File: src/prit_pkg.sv
// shared constants, types and the divider step for the reprojection inlier test
package prit_pkg;

    localparam int INDEX_BITS_DEF = 16;
    localparam int INDEX_PORT_BITS = 16;
    localparam int CFG_IDX_BITS = 3;
    localparam int PROJ_REGS = 6;
    localparam int DIV_BITS = 40;
    localparam int PROJ_STAGES = 2;
    localparam int SIDE_DEPTH = PROJ_STAGES + 1 + DIV_BITS;

    localparam logic [CFG_IDX_BITS-1:0] CFG_ROW0_01 = 3'd0;
    localparam logic [CFG_IDX_BITS-1:0] CFG_ROW0_23 = 3'd1;
    localparam logic [CFG_IDX_BITS-1:0] CFG_ROW1_01 = 3'd2;
    localparam logic [CFG_IDX_BITS-1:0] CFG_ROW1_23 = 3'd3;
    localparam logic [CFG_IDX_BITS-1:0] CFG_ROW2_01 = 3'd4;
    localparam logic [CFG_IDX_BITS-1:0] CFG_ROW2_23 = 3'd5;
    localparam logic [CFG_IDX_BITS-1:0] CFG_LIMIT = 3'd6;
    localparam logic [CFG_IDX_BITS-1:0] CFG_SPARE = 3'd7;
    localparam logic [47:0] ERR_MAX = 48'hFFFF_FFFF_FFFF;

    typedef struct packed {
        logic signed [31:0] image_u;
        logic signed [31:0] image_v;
        logic               last;
    } t_side;

    typedef struct packed {
        logic [63:0] rem;
        logic [39:0] low;
        logic [39:0] quo;
        logic [63:0] den;
        logic        ovf;
        logic        neg;
    } t_div_st;

    // one restoring step: bring down the next dividend bit, subtract if it fits
    function automatic t_div_st div_step(t_div_st s);
        t_div_st     o;
        logic [64:0] t;
        logic [64:0] d;
        logic        ge;
        o  = s;
        t  = {s.rem, s.low[39]};
        d  = {1'b0, s.den};
        ge = (t >= d);
        o.rem = ge ? 64'(t - d) : t[63:0];
        o.low = {s.low[38:0], 1'b0};
        o.quo = {s.quo[38:0], ge};
        return o;
    endfunction

endpackage

File: src/prit_error.sv
// difference, squares, saturating sum and threshold compare, three stages
module prit_error #(
    parameter int IDX_W = prit_pkg::INDEX_BITS_DEF
) (
    input  logic               i_clk,
    input  logic               i_rst_n,
    input  logic               i_en,
    input  logic               i_valid,
    input  logic [39:0]        i_quo_u,
    input  logic               i_ovf_u,
    input  logic               i_neg_u,
    input  logic [39:0]        i_quo_v,
    input  logic               i_ovf_v,
    input  logic               i_neg_v,
    input  logic               i_zero,
    input  prit_pkg::t_side    i_side,
    input  logic [IDX_W-1:0]   i_index,
    input  logic [47:0]        i_limit,
    output logic               o_valid,
    output logic [IDX_W-1:0]   o_index,
    output logic               o_inlier,
    output logic [47:0]        o_sq_error,
    output logic               o_zero,
    output logic               o_last
);

    logic               r_vld1, r_vld2;
    logic [31:0]        r_du, r_dv;
    logic               r_bad1, r_bad2;
    logic               r_zero1, r_zero2;
    logic               r_last1, r_last2;
    logic [IDX_W-1:0]   r_idx1, r_idx2;
    logic [63:0]        r_sq_u, r_sq_v;
    logic [31:0]        n_du, n_dv;
    logic               n_bad_u, n_bad_v;
    logic [64:0]        s;
    logic [47:0]        n_err;

    function automatic logic [32:0] diff_mag(logic [39:0] q, logic neg,
                                             logic signed [31:0] obs);
        logic signed [41:0] val;
        logic signed [41:0] d;
        logic [41:0]        m;
        val = neg ? -$signed({2'b0, q}) : $signed({2'b0, q});
        d   = val - 42'(obs);
        m   = d[41] ? 42'(-d) : 42'(d);
        return {(m[41:32] != 10'd0), m[31:0]};
    endfunction

    assign {n_bad_u, n_du} = diff_mag(i_quo_u, i_neg_u, i_side.image_u);
    assign {n_bad_v, n_dv} = diff_mag(i_quo_v, i_neg_v, i_side.image_v);

    always_comb begin
        s = 65'(r_sq_u) + 65'(r_sq_v);
        if (r_bad2 || r_zero2 || (s[64] != 1'b0)) begin
            n_err = prit_pkg::ERR_MAX;
        end else begin
            n_err = s[63:16];
        end
    end

    always_ff @(posedge i_clk) begin
        if (!i_rst_n) begin
            r_vld1  <= 1'b0;
            r_vld2  <= 1'b0;
            o_valid <= 1'b0;
        end else if (i_en) begin
            r_vld1  <= i_valid;
            r_vld2  <= r_vld1;
            o_valid <= r_vld2;
        end
    end

    always_ff @(posedge i_clk) begin
        if (i_en) begin
            r_du       <= n_du;
            r_dv       <= n_dv;
            r_bad1     <= n_bad_u | n_bad_v | i_ovf_u | i_ovf_v;
            r_zero1    <= i_zero;
            r_last1    <= i_side.last;
            r_idx1     <= i_index;
            r_sq_u     <= r_du * r_du;
            r_sq_v     <= r_dv * r_dv;
            r_bad2     <= r_bad1;
            r_zero2    <= r_zero1;
            r_last2    <= r_last1;
            r_idx2     <= r_idx1;
            o_sq_error <= n_err;
            o_inlier   <= (n_err < i_limit);
            o_zero     <= r_zero2;
            o_last     <= r_last2;
            o_index    <= r_idx2;
        end
    end

endmodule

File: config.mk
export PLATFORM = sky130hd
export DESIGN_NAME = prit_error
export DESIGN_NICKNAME = d
export VERILOG_FILES = /design/src/prit_pkg.sv /design/src/prit_error.sv
export SDC_FILE = /design/constraint.sdc
export NUM_CORES = 2
export LEC_CHECK = 0
export ABC_AREA = 1
export BUFFER_PORTS_ARGS = -buffer_cell sky130_fd_sc_hd__buf_2
export CAP_MARGIN = 10
export CORE_MARGIN = 5
export CORE_UTILIZATION = 35
export DETAILED_ROUTE_END_ITERATION = 6
export PLACE_DENSITY = 0.61
export SYNTH_ARGS = -nofsm -noshare
export SYNTH_HDL_FRONTEND = slang
export SYNTH_SLANG_ARGS = --single-unit
File: constraint.sdc
create_clock -name i_clk -period 9.4 [get_ports i_clk]
set_clock_uncertainty 0.1 [all_clocks]
set_input_delay 0.47 -clock i_clk [delete_from_list [all_inputs] [get_ports i_clk]]
set_output_delay 0.47 -clock i_clk [all_outputs]
set_load 0.01 [all_outputs]
==> out/qor.txt <==
Initial antenna violation count: 5
Post-synth top flop: edfxtp_1
Simple-gate share of the synthesized area: 16.6%
Initial DRT Pass Iterations: 6
Clk_lat worst skew: 0.65 ns
EDFF count, synth: 293
Synth async-reset ratio: 0%
WL final: 242000 um
Slew Viols, Final: 0
Seq/Total Area, Yosys: 10.3%
CTS H-tree lvls: 2
Final min period: 8.59 ns
CP Capture Type: flip-flop
I/O Pins: 286
Initial detailed-routing violation count: 4720
Grt total ovfl: 0
Least-Margin Pin Slew: 1.36 ns
CTS Buffer Depth: 3
CTS tree: done
Dpl hpwl: 210000 um
WP data arrival: 8.86 ns
Final Setup Violations: 0
DP Worst Slack: 0.940 ns
Mapped cell area: 85700 um^2
GRT Total Usage: 19.0%
Adder-cell share of the synthesized area: 48.6%
Critical path fanouts, max: 26
Mean Syn Cell Area: 7.94 um^2
Synth Instances: 10800
Tcrit/Tclk final: 91.4%
Root buffer cell: clkbuf_16
Syn. warnings: 0
Nets: 13600
Hold WC Path Type: in -> reg
Number of global-route vias before repair: 68900
Synth cell types: 63
RSZ-0062 raised after global routing: false
Avg WL per Cell: 17.0 um
Worst setup margin: 0.811 ns
Layout cells sized above 1: 5.74%
Syn-to-layout area delta: 8.00%
Max-cap violations: 0
IO Port Bufs: 285
Die height: 505 um
First-pass GRT wire length: 384000 um
Post-synthesis register bit count: 296
Reg clk slew, reported paths: 0.06 ns
Final Core Density: 38.0%
Slew headroom: 8.89%
Rows: 181
Post-Syn Nets: 13400
Starting Density: 35.2%
Placer Congestion: 0.938
DRC Markers: 0
# clock sinks: 296
CP Class: reg -> reg
Core area: 243000 um^2
Largest net degree at the start of global routing: 124
Placed Instances: 14200
Final Hold Vio Count: 0
Fin cells: 14200
Max Fclk: 116 MHz
Data required, critical path: 9.68 ns
Startpoint types: flip-flop
Synth Area in Compound Gates: 5.58%
Via count: 66500
Vias per cell: 4.67
Die ar.: 255000 um^2
Largest family of logic cells by synthesized area: adder cells
Die width: 505 um
ANT nets after route: 0
CTS buffer count: 37
Post-synthesis xor/xnor area fraction: 3.68%
Sum Neg Setup Slack: 0 ns
Status: finished, final reports clean
Fraction of synthesized area in multiplexers: 0%
-- routing by layer --
metal  vias to the layer above  part of all wire (%)  GRT usage [%]
li1                      32200                     -              -
met1                     32200                    45           26.4
met2                      1804                    46           31.2
met3                       258                   6.4           2.84
met4                         2                   2.7           4.70
met5                         -                0.0054              0
-- layout by cell type, fill, tap and decap left out, types with 37 or more instances in the layout --
cell type | netlist | routed
ha_1 | 792 | 792
nor2_1 | 565 | 565
xor2_1 | 244 | 244
inv_1 | 3210 | 3210
nand2_1 | 2341 | 2341
nand3_1 | 240 | 240
o21ai_0 | 169 | 166
buf_2 | 3 | 284
nor2_2 | 40 | 40
nor3_1 | 47 | 47
a31oi_1 | 82 | 82
edfxtp_1 | 293 | 293
fa_1 | 1585 | 1585
clkbuf_16 | 0 | 37
nand4_1 | 85 | 85
a21oi_1 | 376 | 376
buf_4 | 2 | 105
nand2_2 | 48 | 48
xnor2_1 | 111 | 111
-- timing repair --
action | CTS | global route
setup buffers | 0 | 0
hold buffers | 21 | 0
endpoints found under the setup margin | 0 | 0
resized for setup | 0 | 0
endpoints found under the hold margin | 21 | 0
-- critical path, cell delays in order (launching register included) --
cell	delay, ns
edfxtp_1	1.24
nand2_1	0.27
fa_1	0.52
fa_1	0.52
inv_1	0.05
fa_1	0.49
inv_1	0.05
fa_1	0.52
inv_1	0.05
fa_1	0.48
fa_1	0.56
fa_1	0.43
fa_1	0.45
ha_1	0.39
nand2_1	0.11
nor2_1	0.11
inv_1	0.06
nor2_1	0.22
nand3_1	0.11
o211ai_1	0.42
a21oi_1	0.22
o31ai_1	0.40
a21oi_1	0.20
o21ai_0	0.24
xor2_1	0.09
-- cell families (layout without fill, tap and decap cells) --
logic type,count (synthesis),after routing
flops,296,296
buf+inv,3458,3708
fa+ha+maj,2377,2377
compound gates,829,829
other cells,0,6
xor+xnor,357,357
simple gates,3469,3469
-- cells in the mapped netlist (4+ instances only) --
master / number / share of area [%]
inv_1: 3210 / 14
a21oi_2: 5 / 0.051
nand3b_1: 14 / 0.12
nand2_2: 48 / 0.35
nor3_1: 47 / 0.27
buf_1: 25 / 0.11
o21bai_1: 35 / 0.31
inv_2: 14 / 0.061
nor3_2: 5 / 0.058
o21ai_1: 18 / 0.11
nor2_1: 565 / 2.5
fa_1: 1585 / 37
nand3_1: 240 / 1.4
nor4_1: 24 / 0.18
or2_2: 22 / 0.16
nand4_1: 85 / 0.62
a21o_1: 27 / 0.24
o211ai_1: 14 / 0.12
o2111ai_1: 5 / 0.051
a21boi_0: 24 / 0.21
nor2_2: 40 / 0.29
o221ai_1: 7 / 0.072
nand2_1: 2341 / 10
clkbuf_1: 197 / 0.86
clkinv_1: 4 / 0.018
a211oi_1: 4 / 0.035
nand3_2: 12 / 0.14
o21a_1: 20 / 0.18
a21oi_1: 376 / 2.2
o21ai_2: 4 / 0.041
a31o_2: 12 / 0.12
nor2_4: 4 / 0.053
o31ai_1: 12 / 0.11
xnor2_1: 111 / 1.1
and3_1: 7 / 0.051
edfxtp_1: 293 / 10
xor2_1: 244 / 2.5
o21ai_0: 169 / 0.99
ha_1: 792 / 12
a31oi_1: 82 / 0.60
-- per-stage QoR --
stage	hold WS, ns	area, um^2
after detailed placement	0.305	91100
after CTS	0.266	92500
after global placement	0.301	91100
after floorplan	0.300	85700
final	0.296	92500
after global routing	0.312	92500
-- registers in the layout, indices dropped and copies added, names as in the netlist, 16 cells and up --
| name | flops |
|---|---|
| r_sq_v | 62 |
| r_sq_u | 62 |
| r_dv | 32 |
| o_sq_error | 48 |
| r_du | 32 |
| o_index | 16 |
| r_idx2 | 16 |
| r_idx1 | 16 |
-- final timing paths --
kind,from,cells past startpoint,slack (ns),endpoint
setup / recovery,r_du[2],24,0.81,r_sq_u[58]
hold / removal,i_ovf_v,7,0.30,r_bad1
setup reg to reg,r_du[2],24,0.81,r_sq_u[58]
hold reg to reg,r_idx2[3],0,0.32,o_index[3]
-- final cells by class --
class,instances,area (um^2)
Fill cell,25300,151000
Tap cell,3202,4010
Clock inverter,27,299
Multi-Input combinational cell,7032,63800
Clock buffer,39,933
Antenna cell,6,15.0
Timing Repair Buffer,414,2490
Sequential cell,296,8860
Inverter,3228,12100
Power is left out: the tool's default activity adds up to more than one toggle a clock period on the data nets, which glitch-free logic cannot reach.
